**src/rtl/gbe_pkg.sv**
```systemverilog
// Shared types, widths and helpers for the Golomb byte encoder.
// No dependencies; every RTL file imports this package.
`default_nettype none

package gbe_pkg;

  // Field widths
  localparam int SYM_W   = 8;   // input byte
  localparam int DIV_W   = 9;   // divisor register
  localparam int BLEN_W  = 4;   // bit length of the divisor, 1..9
  localparam int LEN_W   = 9;   // code length, up to 256 bits
  localparam int CODE_W  = 10;  // marker one plus up to nine remainder bits
  localparam int BITS_W  = 32;  // chunk_bits port
  localparam int BCNT_W  = 6;   // bit_count port

  // Divider pipeline shape: SYM_W quotient bits, STEP_BITS per stage
  localparam int STEP_BITS  = 2;
  localparam int DIV_STAGES = SYM_W / STEP_BITS;

  // Defaults for the top-level parameters
  localparam int CHUNK_WIDTH_DEF = 32;
  localparam int QUEUE_DEPTH_DEF = 8;

  localparam logic [DIV_W-1:0] DIVISOR_RESET = DIV_W'(4);

  // One classified symbol waiting for the back end
  typedef struct packed {
    logic [LEN_W-1:0]  len;   // total code length in bits
    logic [CODE_W-1:0] code;  // marker one followed by the remainder bits
    logic              fin;   // last symbol of the block
  } gbe_entry_t;

  // One restoring division step: returns {quotient bit, new remainder}
  function automatic logic [DIV_W:0] div_step(input logic [DIV_W-1:0] rem,
                                              input logic             din,
                                              input logic [DIV_W-1:0] m);
    logic [DIV_W:0] trial;
    logic [DIV_W:0] diff;
    trial = {rem, din};
    diff  = trial - {1'b0, m};
    if (trial >= {1'b0, m}) begin
      div_step = {1'b1, diff[DIV_W-1:0]};
    end else begin
      div_step = {1'b0, trial[DIV_W-1:0]};
    end
  endfunction

endpackage

`default_nettype wire

```
**src/rtl/golomb_byte_encoder.sv**
```systemverilog
// Top level of the Golomb byte encoder: divisor register, credit counter,
// front end, symbol queue and back end. Depends on gbe_pkg.
//
// Usage:
//   Write the Golomb parameter m with divisor_we_i / divisor_i while idle
//   (zero acts as one). Present a byte on symbol_i with final_symbol_i and
//   raise start_i; the byte is taken at an edge where busy_o is low.
//   Each symbol's code (q zeros, a one, truncated-binary remainder) leaves
//   as one or more chunks of up to CHUNK_WIDTH bits, right aligned, each
//   shown for one cycle with chunk_valid_o; chunk_last_o marks the last
//   chunk of a symbol and block_end_o that of the final symbol.
// Path of a byte: divider stages, classifier register, queue, output flop.
// Throughput: one byte per cycle while every code fits in one chunk; a
//   code of several chunks keeps the back end until its last chunk, and
//   the byte stream stalls through busy_o once QUEUE_DEPTH symbols are in
//   flight. The four-stage divider and the classifier run at one byte per cycle.
// Reset: divisor returns to 4, the queue and all pipelines empty.
// The receiver cannot stall: chunks are produced without back-pressure.
`default_nettype none

module golomb_byte_encoder
  import gbe_pkg::*;
#(
  parameter int CHUNK_WIDTH = CHUNK_WIDTH_DEF,
  parameter int QUEUE_DEPTH = QUEUE_DEPTH_DEF
) (
  input  wire logic              clk_i,
  input  wire logic              rst_ni,
  input  wire logic              start_i,
  output logic                   busy_o,
  input  wire logic [SYM_W-1:0]  symbol_i,
  input  wire logic              final_symbol_i,
  input  wire logic              divisor_we_i,
  input  wire logic [DIV_W-1:0]  divisor_i,
  output logic                   chunk_valid_o,
  output logic [BITS_W-1:0]      chunk_bits_o,
  output logic [BCNT_W-1:0]      bit_count_o,
  output logic                   chunk_last_o,
  output logic                   block_end_o
);

  localparam int CRED_W = $clog2(QUEUE_DEPTH + 1);
  localparam logic [CRED_W-1:0] CRED_MAX = CRED_W'(QUEUE_DEPTH);

  logic [DIV_W-1:0]  divisor_q;
  logic [CRED_W-1:0] inflight_q, inflight_d;
  logic              accept;
  logic              push;
  logic              pop;
  logic              empty;
  gbe_entry_t        entry;
  gbe_entry_t        head;

  // Configuration register
  always_ff @(posedge clk_i or negedge rst_ni) begin
    if (!rst_ni) begin
      divisor_q <= DIVISOR_RESET;
    end else if (divisor_we_i) begin
      divisor_q <= divisor_i;
    end
  end

  // Count symbols from accept until they leave the queue
  assign accept = start_i && !busy_o;
  assign busy_o = (inflight_q == CRED_MAX);

  always_comb begin
    case ({accept, pop})
      2'b10:   inflight_d = inflight_q + CRED_W'(1);
      2'b01:   inflight_d = inflight_q - CRED_W'(1);
      default: inflight_d = inflight_q;
    endcase
  end

  always_ff @(posedge clk_i or negedge rst_ni) begin
    if (!rst_ni) begin
      inflight_q <= '0;
    end else begin
      inflight_q <= inflight_d;
    end
  end

  gbe_front u_front (
    .clk_i          (clk_i),
    .rst_ni         (rst_ni),
    .accept_i       (accept),
    .symbol_i       (symbol_i),
    .final_symbol_i (final_symbol_i),
    .divisor_i      (divisor_q),
    .push_o         (push),
    .entry_o        (entry)
  );

  gbe_fifo #(
    .DEPTH (QUEUE_DEPTH)
  ) u_fifo (
    .clk_i   (clk_i),
    .rst_ni  (rst_ni),
    .push_i  (push),
    .entry_i (entry),
    .pop_i   (pop),
    .empty_o (empty),
    .head_o  (head)
  );

  gbe_back #(
    .CHUNK_WIDTH (CHUNK_WIDTH)
  ) u_back (
    .clk_i         (clk_i),
    .rst_ni        (rst_ni),
    .empty_i       (empty),
    .head_i        (head),
    .pop_o         (pop),
    .chunk_valid_o (chunk_valid_o),
    .chunk_bits_o  (chunk_bits_o),
    .bit_count_o   (bit_count_o),
    .chunk_last_o  (chunk_last_o),
    .block_end_o   (block_end_o)
  );

endmodule

`default_nettype wire

```
**src/rtl/gbe_front.sv**
```systemverilog
// Front end: pipelined restoring divider and truncated-binary classifier.
// Depends on gbe_pkg; feeds gbe_fifo with one gbe_entry_t per symbol.
`default_nettype none

module gbe_front
  import gbe_pkg::*;
(
  input  wire logic             clk_i,
  input  wire logic             rst_ni,
  input  wire logic             accept_i,
  input  wire logic [SYM_W-1:0] symbol_i,
  input  wire logic             final_symbol_i,
  input  wire logic [DIV_W-1:0] divisor_i,
  output logic                  push_o,
  output gbe_entry_t            entry_o
);

  // Effective divisor: zero acts as one
  logic [DIV_W-1:0]  m;
  logic [BLEN_W-1:0] blen;
  logic [DIV_W:0]    u_full;
  logic [DIV_W-1:0]  u;

  assign m = (divisor_i == '0) ? DIV_W'(1) : divisor_i;

  // Bit length of the divisor
  always_comb begin
    blen = '0;
    for (int i = 0; i < DIV_W; i++) begin
      if (m[i]) begin
        blen = BLEN_W'(i + 1);
      end
    end
  end

  // Threshold u = 2^b - m
  assign u_full = ({{DIV_W{1'b0}}, 1'b1} << blen) - {1'b0, m};
  assign u      = u_full[DIV_W-1:0];

  // Divider stage registers
  logic [DIV_STAGES-1:0] vld_q;
  logic [DIV_STAGES-1:0] fin_q;
  logic [DIV_W-1:0]      rem_q [DIV_STAGES];
  logic [SYM_W-1:0]      quo_q [DIV_STAGES];
  logic [SYM_W-1:0]      dvd_q [DIV_STAGES];
  logic [DIV_W-1:0]      rem_d [DIV_STAGES];
  logic [SYM_W-1:0]      quo_d [DIV_STAGES];
  logic [SYM_W-1:0]      dvd_d [DIV_STAGES];

  for (genvar s = 0; s < DIV_STAGES; s++) begin : g_stage
    logic [DIV_W-1:0] rem_in;
    logic [SYM_W-1:0] quo_in;
    logic [SYM_W-1:0] dvd_in;

    if (s == 0) begin : g_head
      assign rem_in = '0;
      assign quo_in = '0;
      assign dvd_in = symbol_i;
    end else begin : g_body
      assign rem_in = rem_q[s-1];
      assign quo_in = quo_q[s-1];
      assign dvd_in = dvd_q[s-1];
    end

    // Retire STEP_BITS quotient bits, dividend MSB first
    always_comb begin
      logic [DIV_W:0]   step;
      logic [DIV_W-1:0] rem;
      logic [SYM_W-1:0] quo;
      logic [SYM_W-1:0] dvd;
      rem = rem_in;
      quo = quo_in;
      dvd = dvd_in;
      for (int j = 0; j < STEP_BITS; j++) begin
        step = div_step(rem, dvd[SYM_W-1], m);
        quo  = {quo[SYM_W-2:0], step[DIV_W]};
        rem  = step[DIV_W-1:0];
        dvd  = {dvd[SYM_W-2:0], 1'b0};
      end
      rem_d[s] = rem;
      quo_d[s] = quo;
      dvd_d[s] = dvd;
    end
  end

  // Advance the divider pipeline every cycle
  always_ff @(posedge clk_i or negedge rst_ni) begin
    if (!rst_ni) begin
      vld_q <= '0;
    end else begin
      vld_q <= {vld_q[DIV_STAGES-2:0], accept_i};
    end
  end

  always_ff @(posedge clk_i) begin
    fin_q <= {fin_q[DIV_STAGES-2:0], final_symbol_i};
    for (int s = 0; s < DIV_STAGES; s++) begin
      rem_q[s] <= rem_d[s];
      quo_q[s] <= quo_d[s];
      dvd_q[s] <= dvd_d[s];
    end
  end

  // Classify the remainder into truncated binary
  logic [DIV_W-1:0]  r;
  logic              short_code;
  logic [BLEN_W-1:0] k;
  logic [DIV_W-1:0]  val;
  gbe_entry_t        entry_d;
  gbe_entry_t        entry_q;
  logic              push_q;

  assign r          = rem_q[DIV_STAGES-1];
  assign short_code = (r < u);
  assign k          = short_code ? (blen - BLEN_W'(1)) : blen;
  assign val        = short_code ? r : (r + u);

  always_comb begin
    entry_d.len  = LEN_W'(quo_q[DIV_STAGES-1]) + LEN_W'(1) + LEN_W'(k);
    entry_d.code = (CODE_W'(1) << k) | CODE_W'(val);
    entry_d.fin  = fin_q[DIV_STAGES-1];
  end

  always_ff @(posedge clk_i or negedge rst_ni) begin
    if (!rst_ni) begin
      push_q <= 1'b0;
    end else begin
      push_q <= vld_q[DIV_STAGES-1];
    end
  end

  always_ff @(posedge clk_i) begin
    entry_q <= entry_d;
  end

  assign push_o  = push_q;
  assign entry_o = entry_q;

endmodule

`default_nettype wire

```
**src/rtl/gbe_fifo.sv**
```systemverilog
// Short flop-based queue of classified symbols between front and back end.
// Depends on gbe_pkg for gbe_entry_t; overflow is prevented by the caller.
`default_nettype none

module gbe_fifo
  import gbe_pkg::*;
#(
  parameter int DEPTH = QUEUE_DEPTH_DEF
) (
  input  wire logic       clk_i,
  input  wire logic       rst_ni,
  input  wire logic       push_i,
  input  wire gbe_entry_t entry_i,
  input  wire logic       pop_i,
  output logic            empty_o,
  output gbe_entry_t      head_o
);

  localparam int PTR_W = (DEPTH > 1) ? $clog2(DEPTH) : 1;
  localparam int CNT_W = $clog2(DEPTH + 1);
  localparam logic [PTR_W-1:0] LAST_PTR = PTR_W'(DEPTH - 1);

  gbe_entry_t       mem_q [DEPTH];
  logic [PTR_W-1:0] wr_ptr_q, wr_ptr_d;
  logic [PTR_W-1:0] rd_ptr_q, rd_ptr_d;
  logic [CNT_W-1:0] count_q, count_d;

  // Advance pointers with explicit wrap
  always_comb begin
    wr_ptr_d = wr_ptr_q;
    rd_ptr_d = rd_ptr_q;
    count_d  = count_q;
    if (push_i) begin
      wr_ptr_d = (wr_ptr_q == LAST_PTR) ? '0 : wr_ptr_q + PTR_W'(1);
    end
    if (pop_i) begin
      rd_ptr_d = (rd_ptr_q == LAST_PTR) ? '0 : rd_ptr_q + PTR_W'(1);
    end
    case ({push_i, pop_i})
      2'b10:   count_d = count_q + CNT_W'(1);
      2'b01:   count_d = count_q - CNT_W'(1);
      default: count_d = count_q;
    endcase
  end

  always_ff @(posedge clk_i or negedge rst_ni) begin
    if (!rst_ni) begin
      wr_ptr_q <= '0;
      rd_ptr_q <= '0;
      count_q  <= '0;
    end else begin
      wr_ptr_q <= wr_ptr_d;
      rd_ptr_q <= rd_ptr_d;
      count_q  <= count_d;
    end
  end

  // Store the incoming beat
  always_ff @(posedge clk_i) begin
    if (push_i) begin
      mem_q[wr_ptr_q] <= entry_i;
    end
  end

  assign empty_o = (count_q == '0);
  assign head_o  = mem_q[rd_ptr_q];

endmodule

`default_nettype wire

```
**src/rtl/gbe_back.sv**
```systemverilog
// Back end: cuts the queued code word into chunks, one chunk per cycle.
// Depends on gbe_pkg; reads the head of gbe_fifo and drives the result ports.
`default_nettype none

module gbe_back
  import gbe_pkg::*;
#(
  parameter int CHUNK_WIDTH = CHUNK_WIDTH_DEF
) (
  input  wire logic       clk_i,
  input  wire logic       rst_ni,
  input  wire logic       empty_i,
  input  wire gbe_entry_t head_i,
  output logic            pop_o,
  output logic            chunk_valid_o,
  output logic [BITS_W-1:0] chunk_bits_o,
  output logic [BCNT_W-1:0] bit_count_o,
  output logic            chunk_last_o,
  output logic            block_end_o
);

  localparam logic [LEN_W-1:0] CW_L   = LEN_W'(CHUNK_WIDTH);
  localparam logic [LEN_W-1:0] CODE_L = LEN_W'(CODE_W);

  logic [LEN_W-1:0]  pos_q, pos_d;
  logic [LEN_W-1:0]  remaining;
  logic              last;
  logic [LEN_W-1:0]  cnt;
  logic [LEN_W-1:0]  shift;
  logic [CODE_W-1:0] shifted;
  logic [CODE_W-1:0] mask;
  logic [CODE_W-1:0] chunk;

  // Size the current chunk
  assign remaining = head_i.len - pos_q;
  assign last      = (remaining <= CW_L);
  assign cnt       = last ? remaining : CW_L;
  assign shift     = remaining - cnt;

  // Leading zeros of the unary part read as zero; only the tail holds ones
  assign shifted = (shift >= CODE_L) ? '0 : (head_i.code >> shift);
  assign mask    = (cnt >= CODE_L) ? '1 : ((CODE_W'(1) << cnt) - CODE_W'(1));
  assign chunk   = shifted & mask;

  assign pop_o = !empty_i && last;

  // Step through the code word
  always_comb begin
    pos_d = pos_q;
    if (!empty_i) begin
      pos_d = last ? '0 : (pos_q + CW_L);
    end
  end

  logic              valid_q;
  logic              last_q;
  logic              end_q;
  logic [BITS_W-1:0] bits_q;
  logic [BCNT_W-1:0] count_q;

  always_ff @(posedge clk_i or negedge rst_ni) begin
    if (!rst_ni) begin
      pos_q   <= '0;
      valid_q <= 1'b0;
      last_q  <= 1'b0;
      end_q   <= 1'b0;
    end else begin
      pos_q   <= pos_d;
      valid_q <= !empty_i;
      last_q  <= !empty_i && last;
      end_q   <= !empty_i && last && head_i.fin;
    end
  end

  // Hold the chunk payload for its one-cycle strobe
  always_ff @(posedge clk_i) begin
    bits_q  <= {{(BITS_W-CODE_W){1'b0}}, chunk};
    count_q <= cnt[BCNT_W-1:0];
  end

  assign chunk_valid_o = valid_q;
  assign chunk_bits_o  = bits_q;
  assign bit_count_o   = count_q;
  assign chunk_last_o  = last_q;
  assign block_end_o   = end_q;

endmodule

`default_nettype wire

```
**config.mk**
```make
export PLATFORM = sky130hd
export DESIGN_NAME = golomb_byte_encoder
export DESIGN_NICKNAME = d
export VERILOG_FILES = /design/src/rtl/gbe_pkg.sv /design/src/rtl/golomb_byte_encoder.sv /design/src/rtl/gbe_front.sv /design/src/rtl/gbe_fifo.sv /design/src/rtl/gbe_back.sv
export SDC_FILE = /design/constraint.sdc
export NUM_CORES = 1
export LEC_CHECK = 0
export ABC_CLOCK_PERIOD_IN_PS = 13400
export BUFFER_PORTS_ARGS = -buffer_cell sky130_fd_sc_hd__buf_2
export CAP_MARGIN = 5
export CORE_ASPECT_RATIO = 1.2
export CORE_UTILIZATION = 66
export CTS_CLUSTER_SIZE = 28
export DETAILED_ROUTE_END_ITERATION = 16
export PLACE_DENSITY = 0.84
export SETUP_SLACK_MARGIN = 0.4
export SLEW_MARGIN = 20
export SYNTH_ARGS = -nofsm -noshare
export SYNTH_HDL_FRONTEND = slang
export SYNTH_HIERARCHICAL = 1
export SYNTH_SLANG_ARGS = --single-unit
```
**constraint.sdc**
```tcl
create_clock -name clk_i -period 13.4 [get_ports clk_i]
set_clock_uncertainty 0.2 [all_clocks]
set_input_delay 0 -clock clk_i [delete_from_list [all_inputs] [get_ports clk_i]]
set_output_delay 0 -clock clk_i [all_outputs]
set_load 0.02 [all_outputs]
```
==> out/results.ini <==
[clocking]
clock_latency_ns = 0.55
clk_pin_slew_ns = 0.06
cts_root_buf = clkbuf_16
cts_buffers = 29
cts_tree = yes
clk_path_buf_depth = 3
htree_levels = 1
cts-resized-gates = 0
clock_sinks = 303
cts_setup_buffers = 0

[critical_path]
worstPathMaxFanout = 9
start_kind = register
cp-end-kind = register
required_ns = 13.68
crit_arrival_ns = 7.29
critPathKind = reg -> reg

[timing]
min_period_over_period = 0.523
rsz0062_at_grt = no
worst_pin_slew_ns = 0.996
finalSetupViolations = 0
period_minus_slack_ns = 7.01
fmax_mhz = 143
slew_headroom = 0.331
tns_ns = 0
finalHoldViolCount = 0
maxSlewViolCount = 0
hold_ws_ns = 0.0483
timing.final.ws_setup_ns = 6.39

[synth]
yosysMostFrequentCell = edfxtp_1
ys.flop_type = edfxtp_1
synth_xor_area_frac = 0.0458
synth-compound-area-share = 0.116
ys_types = 106
ys_seq_area_frac = 0.469
synth_fa_ha_area_frac = 0.103
synthSimpleGateAreaFrac = 0.0985
yosysTopAreaCellShare = 0.287
synth-seq-cells = 303
synth_warnings = 6
async_flop_share = 0.116
netlist_top_cells_count = edfxtp_1, ha_1, dfxtp_1, nor2_1, inv_1
muxShareOfSynthArea = 0.130
syn_avg_cell_area_sq_um = 12.4
syn_area_sq_mm = 0.0167
synth_top_family_by_area = multiplexers
synth_edf_count = 160
synthTopCellsByArea = edfxtp_1, dfxtp_1, ha_1
syn_inst = 1346
yosysTopAreaCell = edfxtp_1

[job]
cap_viol_max_count = 0

[grt]
grt_use_total = 0.296
grt-ovfl-total = 0
antenna_found_initial = 0
grt_pass1_wl_mm = 59.4
grt_pass1_vias = 11400
grt_max_degree = 44

[place]
place_ws_ns = 6.48
place_hpwl_mm = 25.0
gp_congestion = 0.939
numPortBuffers = 41

[outcome]
outcome = finished clean

[power_and_ir_drop]
powerDensity_mw_per_mm2 = 254
finalPower_mw = 4.74
peakVddDrop_mv = 0.119
leakagePower_nw = 7.54

[detailed_routing]
wl_per_cell_um = 21.0
drt_wl_total_mm = 37.6
drtIter0Drc = 792
routed-via-count = 11200
drc = 0
via_per_inst = 6.28
dr.pass1.iters = 6
drt.antenna.violating_nets = 0

[finish]
final_util = 0.751
layout-drive-gt1-share = 0.178
area_delta_synth_final_pct = 11.4
nNetsFinal = 1594
n_antenna_cell = 0

[die]
core_area_sq_mm = 0.0248
start_util = 0.674
die_h_um = 176
dieArea_sq_mm = 0.0260
pin_count = 64
dieWidth_um = 147
rows = 63

[worst_hold_path]
hold_path.class = in -> reg

cells in the final DEF, fill, tap and decap left out, types with 19 or more instances in the layout:
cell	synthesis	routed
conb_1	2	25
xnor2_1	45	45
nand2_1	54	54
buf_2	6	41
xor2_1	38	38
nand2b_1	22	22
a21oi_1	56	56
nor2b_1	24	24
nand3_1	19	19
dfrtp_1	34	33
mux2_4	19	19
o21ai_0	42	42
mux4_1	33	33
dlygate4sd3_1	0	37
nor3_1	24	22
dfxtp_1	108	108
edfxtp_1	160	160
ha_1	120	120
clkbuf_16	0	31
inv_1	67	67
mux2_2	61	61
nor2_1	74	68
final cells by class:
type | instances | area [sq um]
Fill cell | 1565 | 6190
Tap cell | 325 | 407
Timing Repair Buffer | 92 | 693
Clock inverter | 17 | 233
Inverter | 72 | 278
Multi-Input combinational cell | 943 | 8370
Clock buffer | 37 | 808
Sequential cell | 303 | 7850
sequential cells by signal (all words and copies together) (netlist names), 4 cells and up:
signal / count
u_fifo/mem_q: 160
u_front/rem_q: 36
u_front/entry_o: 20
u_front/quo_q: 20
u_front/dvd_q: 12
u_back/chunk_bits_o: 10
divisor_q: 9
u_back/bit_count_o: 6
inflight_q: 4
u_back/pos_q: 4
u_fifo/count_q: 4
u_front/fin_q: 4
u_front/vld_q: 4
report_power, final:
part / leakage, nW / switching [mW] / internal [mW]
clock network: 0.503 / 0.353 / 0.526
logic: 4.27 / 1.41 / 1.04
registers: 2.76 / 0.160 / 1.25
total: 7.54 / 1.93 / 2.81
through the flow:
step / std cells / instance area [sq um]
after detailed placement: 1697 / 17200
after global placement: 1697 / 17200
after global routing: 1789 / 18600
final: 1789 / 18600
after floorplan: 1369 / 16800
after CTS: 1789 / 18600
critical path: stages, from the launching register on:
cell and delay (ns):
dfrtp_1 0.46, nor4_4 0.47, a21oi_1 0.12, o311ai_1 0.22
and2_1 0.40, inv_2 0.16, ha_1 0.28, nand2_1 0.09
ha_1 0.17, inv_1 0.06, fa_1 0.40, a21o_1 0.20
a21oi_1 0.23, nor2_1 0.07, o21a_1 0.18, nor2_1 0.18
xnor2_1 0.15, ha_1 0.31, or3_4 0.43, a211oi_1 0.46
nor2_1 0.22, xnor2_1 0.17, ha_1 0.21, fa_1 0.41
o21ai_0 0.28, and3_1 0.23, xor2_1 0.15
timing repair:
item | 4_1_cts | 5_1_grt
endpoints found under the hold margin | 58 | 0
hold buffers | 38 | 0
setup endpoints to repair | 0 | 0
cells by family after synthesis:
| kind of cell | Yosys count |
|---|---|
| and+or+nand+nor | 307 |
| AOI/OAI and AO/OA | 258 |
| buffers and inverters | 123 |
| xor gates and xnor gates | 85 |
| other | 2 |
| adders and majority gates | 131 |
| DFF | 303 |
| muxes | 137 |
worst paths after layout:
path                            slack, ns                     start                              to  depth (start not counted)
worst max-delay path                 6.39  divisor_q[6]$_DFFE_PN0P_     u_front/entry_o[17]$_DFF_P_                         26
worst min-delay path                 0.05                   start_i      u_front/vld_q[0]$_DFF_PN0_                          4
worst max register to register       6.39  divisor_q[6]$_DFFE_PN0P_     u_front/entry_o[17]$_DFF_P_                         26
worst min register to register       0.13  u_front/fin_q[3]$_DFF_P_      u_front/entry_o[0]$_DFF_P_                          0
max in group asynchronous           12.37                    rst_ni  u_fifo/rd_ptr_q[0]$_DFFE_PN0P_                          4
min in group asynchronous            0.41                    rst_ni        divisor_q[2]$_DFFE_PN1P_                          3
metal layers:
metal	wire, um	share of wire	GRT usage
met5	0	0	0
met4	1680	0.045	0.140
met3	1920	0.051	0.0377
met2	19800	0.53	0.551
met1	14200	0.38	0.333
Note: power is estimated with default switching activity, not from simulation.
